==> src/design/vector3_length_normalize_core_macros.svh <==
// ---------------------------------------------------------------------------
// vector3_length_normalize_core_macros.svh
// Assertion helpers for the vector length and normalize core
// ---------------------------------------------------------------------------
`ifndef VECTOR3_LENGTH_NORMALIZE_CORE_MACROS_SVH
`define VECTOR3_LENGTH_NORMALIZE_CORE_MACROS_SVH

`ifndef SYNTHESIS
// implication or plain property checked on every clock outside reset
`define VLN_ASSERT_CLK(label, prop, msg) \
    label: assert property (@(posedge i_clk) disable iff (!i_rst_n) (prop)) else $error(msg);
// condition that must never be seen outside reset
`define VLN_ASSERT_NEVER(label, cond, msg) \
    label: assert property (@(posedge i_clk) disable iff (!i_rst_n) !(cond)) else $error(msg);
`else
`define VLN_ASSERT_CLK(label, prop, msg)
`define VLN_ASSERT_NEVER(label, cond, msg)
`endif

`endif

==> src/design/vln_pkg.sv <==
// ---------------------------------------------------------------------------
// vln_pkg
// Widths, lane types and helpers shared by the vector normalize core
// ---------------------------------------------------------------------------
`timescale 1ns / 1ps
`default_nettype none

package vln_pkg;

    // field and arithmetic widths
    localparam int COORD_BITS     = 32;
    localparam int UNIT_FRAC_BITS = 30;
    localparam int IN_FIELD_W     = 32;
    localparam int SQ_W           = 2 * COORD_BITS;
    localparam int ROOT_W         = COORD_BITS;
    localparam int REM_W          = ROOT_W + 2;
    localparam int Q_W            = UNIT_FRAC_BITS + 1;
    localparam int DIV_LAT        = Q_W;
    localparam int PIPE_LAT       = 3 + ROOT_W + DIV_LAT;

    // output field widths
    localparam int LSQ_W          = 64;
    localparam int MAG_W          = 32;
    localparam int UNIT_W         = 32;
    localparam int IN_TDATA_W     = 3 * IN_FIELD_W;
    localparam int OUT_TDATA_W    = LSQ_W + MAG_W + 3 * UNIT_W;

    // values carried alongside the square root
    typedef struct packed {
        logic [SQ_W-1:0]       sq;
        logic [COORD_BITS-1:0] ax;
        logic [COORD_BITS-1:0] ay;
        logic [COORD_BITS-1:0] az;
        logic                  nx;
        logic                  ny;
        logic                  nz;
    } t_side;

    // one divider lane result
    typedef struct packed {
        logic [Q_W-1:0] quo;
        logic           neg;
    } t_lane_res;

    // signed unit component from quotient magnitude, zero for zero vector
    function automatic logic [UNIT_W-1:0] unit_word(input t_lane_res res, input logic zero);
        logic [UNIT_W-1:0] mag;
        mag = UNIT_W'(res.quo);
        if (zero) begin
            return '0;
        end
        return res.neg ? (~mag + UNIT_W'(1)) : mag;
    endfunction

endpackage

`default_nettype wire

==> src/design/vln_square_lane.sv <==
// ---------------------------------------------------------------------------
// vln_square_lane
// Absolute value and square of one vector component, two register stages
// ---------------------------------------------------------------------------
`timescale 1ns / 1ps
`default_nettype none

module vln_square_lane (
    input  wire logic                                i_clk,
    input  wire logic                                i_en,
    input  wire logic [vln_pkg::IN_FIELD_W-1:0]      i_comp,
    output logic      [vln_pkg::SQ_W-1:0]            o_sq,
    output logic      [vln_pkg::COORD_BITS-1:0]      o_abs,
    output logic                                     o_neg
);

    logic [vln_pkg::COORD_BITS-1:0] w_raw;
    logic [vln_pkg::COORD_BITS-1:0] w_abs;
    logic                           w_neg;
    logic [vln_pkg::COORD_BITS-1:0] r_abs;
    logic                           r_neg;
    logic [vln_pkg::SQ_W-1:0]       r_sq;
    logic [vln_pkg::COORD_BITS-1:0] r_abs2;
    logic                           r_neg2;

    // two's complement magnitude of the low coordinate bits
    always_comb begin
        w_raw = i_comp[vln_pkg::COORD_BITS-1:0];
        w_neg = w_raw[vln_pkg::COORD_BITS-1];
        w_abs = w_neg ? (~w_raw + vln_pkg::COORD_BITS'(1)) : w_raw;
    end

    // stage one: magnitude, stage two: square
    always_ff @(posedge i_clk) begin
        if (i_en) begin
            r_abs  <= w_abs;
            r_neg  <= w_neg;
            r_sq   <= vln_pkg::SQ_W'(r_abs) * vln_pkg::SQ_W'(r_abs);
            r_abs2 <= r_abs;
            r_neg2 <= r_neg;
        end
    end

    assign o_sq  = r_sq;
    assign o_abs = r_abs2;
    assign o_neg = r_neg2;

endmodule

`default_nettype wire

==> config.mk <==
export PLATFORM = sky130hd
export DESIGN_NAME = vln_square_lane
export DESIGN_NICKNAME = d
export VERILOG_FILES = /design/src/design/vector3_length_normalize_core_macros.svh /design/src/design/vln_pkg.sv /design/src/design/vln_square_lane.sv
export SDC_FILE = /design/constraint.sdc
export NUM_CORES = 2
export LEC_CHECK = 0
export ABC_CLOCK_PERIOD_IN_PS = 7550
export BUFFER_PORTS_ARGS = -buffer_cell sky130_fd_sc_hd__clkbuf_2
export CAP_MARGIN = 20
export CORE_MARGIN = 3
export CORE_UTILIZATION = 37
export DETAILED_ROUTE_END_ITERATION = 8
export SLEW_MARGIN = 25
export SYNTH_ARGS = -nofsm -noshare
export SYNTH_HDL_FRONTEND = slang
export SYNTH_SLANG_ARGS = --single-unit
==> constraint.sdc <==
create_clock -name i_clk -period 7.55 [get_ports i_clk]
set_input_delay 1.1325 -clock i_clk [delete_from_list [all_inputs] [get_ports i_clk]]
set_output_delay 1.1325 -clock i_clk [all_outputs]
set_load 0.005 [all_outputs]
==> impl_results.md <==
* MaxCap Viol Count at 0
* Register Area at 0.00384 mm²
* CTS sink count at 128
* Slew @ Worst Pin at 0.820 ns
* First-pass GRT wire length at 154000 µm
* Req. time, crit path at 7.76 ns
* CTS buffer count at 17
* Gpl congestion at 0.910
* Row count at 110
* Top_reg_cell synth: edfxtp_1
* Routed wire length at 98200 µm
* Clock Latency Late Sink at 0.46 ns
* Clock skew at 0.0253 ns
* CP Launch Type: register
* Overall Global Routing Usage at 0.211
* Fin. Hold Viols at 0
* Async SR Flop Fraction at 0
* Post-DP Area at 0.0399 mm²
* Die height at 310 µm
* Avg WL per Cell at 18.9 µm
* DRC Markers at 0
* Post-synth top area share at 0.464
* Data arrival time of the worst path at 7.97 ns
* Net Count, Synth at 4586
* TritonCTS clock tree: built
* EDFF count, synth at 128
* Biggest area consumer among synthesized cells: fa_1
* Pin count of the biggest net entering global routing at 86
* FF+latch count, synth at 128
* Clock transition at path regs at 0.08 ns
* # IOs at 131
* Initial DRC Count at 1473
* Outcome: complete, but fails checks
* Synth cell count leaders: inv_1 (973), fa_1 (792), nand2_1 (309)
* Sequential area share after synthesis at 0.113
* Hold Crit Class: register to register
* Post-Syn Area at 0.0341 mm²
* Final setup violation count at 11
* Vias in the first global route at 27279
* # nets final at 5145
* Critical setup path kind: register to register
* Peak Freq at 129 MHz
* Slew Viols, Final at 0
* Core ar. at 0.0907 mm²
* First-pass detailed-route iteration total at 6
* RSZ-0062 raised after global routing: true
* Finished Core Util at 0.464
* Synthesized instance count at 3458
* Yosys warns at 0
* Most numerous cell in the Yosys netlist: inv_1
* Mean Syn Cell Area at 9.87 µm²
* IO Port Bufs at 129
* Die area at 0.0960 mm²
* Top cells by area, synth: fa_1 (46%), edfxtp_1 (11%), ha_1 (11%)
* Fillers at 8441
* Vias at 24890
* Crit Path Max Fanout at 6
* Yosys cell types at 61
* Grt total ovfl at 0
* Via density per instance at 4.78
* Final hold slack at 0.444 ns
* Initial core utilization at 0.376
* Period minus WS final at 7.76 ns
* Area Growth Syn to Fin at 23.3%
* DP Wirelength at 81600 µm
* H-tree Lvls at 4
* Hold buffer count at CTS at 0
* Failing checks: setup timing
* Post-Layout Inst Area at 0.0421 mm²
* Layout cells sized above 1 at 0.231
* ANT nets after route at 0
* Worst Setup End Kind: register
* Longest Clk Path Bufs at 2
* Tcrit/Tclk final at 1.03
* Slew HR at 0.453
* Setup ws final at -0.210 ns
* Die X at 310 µm
* Root Driver: clkbuf_16
* Multi-input gate area at 0.0272 mm²
* Initial antenna violation count at 4
==> layout by cell type (no fill, tap or decap), types with 6 or more instances in the layout <==
cell and count:
inv_1 954, fa_1 763, buf_4 485, nand2_1 293
ha_1 276, and2_1 214, clkbuf_2 128, edfxtp_1 128
xnor2_1 74, a21oi_1 74, nor2_1 61, xor2_1 46
buf_12 35, o21ai_0 34, a21o_1 33, fa_2 29
ha_4 24, buf_6 23, and2_4 20, clkbuf_16 20
o21bai_1 18, nand4_1 18, inv_2 17, a21oi_2 17
nand2_2 16, nand3_1 16, nor2b_1 12, a31o_2 12
nor3_1 9, or2_2 7, a21oi_4 7, o21ai_1 7
a31oi_1 6, o21ai_2 6
==> routing by layer <==
| metal | vias up | global-route usage | share of wire |
|---|---|---|---|
| met5 | - | 0 | 0 |
| met1 | 12665 | 0.268 | 0.40 |
| met2 | 671 | 0.370 | 0.50 |
| met4 | 0 | 0.0685 | 0.038 |
| li1 | 11384 | - | - |
| met3 | 170 | 0.0320 | 0.056 |
==> cell families after synthesis <==
group                    synth area share
AND/OR/NAND/NOR                     0.104
multiplexers                      0.00183
adder cells (fa/ha/maj)             0.575
XOR/XNOR                           0.0328
buffers and inverters               0.122
AO/OA/AOI/OAI                      0.0516
flip-flops                          0.113
other                            0.000110
==> flip-flops by register name, indices dropped and copies added, names as in the netlist <==
signal,cells
o_abs,31
r_abs,32
o_neg,1
r_neg,1
o_sq,63
==> layout make-up <==
type                    instances  area share
diodes                          2    0.000119
clock buffers                  19      0.0103
clock inverters                12     0.00437
inverters                     974      0.0871
multi-input cells            2221       0.646
flip-flops and latches        128      0.0913
well taps                    1176      0.0349
repair buffers                675       0.126
==> through the flow <==
| stage | TNS (ns) | worst slack (ns) | instances |
|---|---|---|---|
| final | -1.38 | -0.210 | 5207 |
| after global routing | -5.05 | -0.415 | 5205 |
| after CTS | -1.19 | -0.183 | 5183 |
| after detailed placement | -10.04 | -0.699 | 5122 |
| after global placement | -8.80 | -0.629 | 5122 |
| after floorplan | 0 | 0.0452 | 3458 |
==> critical path: stages, from the launching register on <==
cell	delay, ns
edfxtp_1	0.47
buf_6	0.19
buf_4	0.14
and2_4	0.16
fa_1	0.55
fa_2	0.44
fa_1	0.50
inv_2	0.04
fa_1	0.48
inv_1	0.05
fa_1	0.46
fa_1	0.51
fa_1	0.58
fa_1	0.47
ha_4	0.29
and3_4	0.18
or4b_4	0.49
nor2_4	0.12
nand4_1	0.15
a21oi_4	0.25
o2111ai_4	0.19
a221oi_2	0.31
buf_6	0.20
a31oi_4	0.09
xnor2_1	0.17
==> what timing repair did <==
item | CTS | global route
cloned | 1 | 3
setup buffers | 32 | 24
pin swaps | 66 | 55
endpoints found under the setup margin | 29 | 31
resized for setup | 120 | 142
==> path summary, 6_finish.rpt <==
path / startpoint / end / slack, ns / depth (start not counted)
worst min register to register: r_neg$_DFFE_PP_ / o_neg$_DFFE_PP_ / 0.44 / 0
worst max-delay path: r_abs[19]$_DFFE_PP_ / o_sq[57]$_DFFE_PP_ / -0.21 / 24
worst min-delay path: r_neg$_DFFE_PP_ / o_neg$_DFFE_PP_ / 0.44 / 0
worst max register to register: r_abs[19]$_DFFE_PP_ / o_sq[57]$_DFFE_PP_ / -0.21 / 24
Power is left out: the tool's default activity adds up to more than one toggle a clock period on the data nets, which glitch-free logic cannot reach.
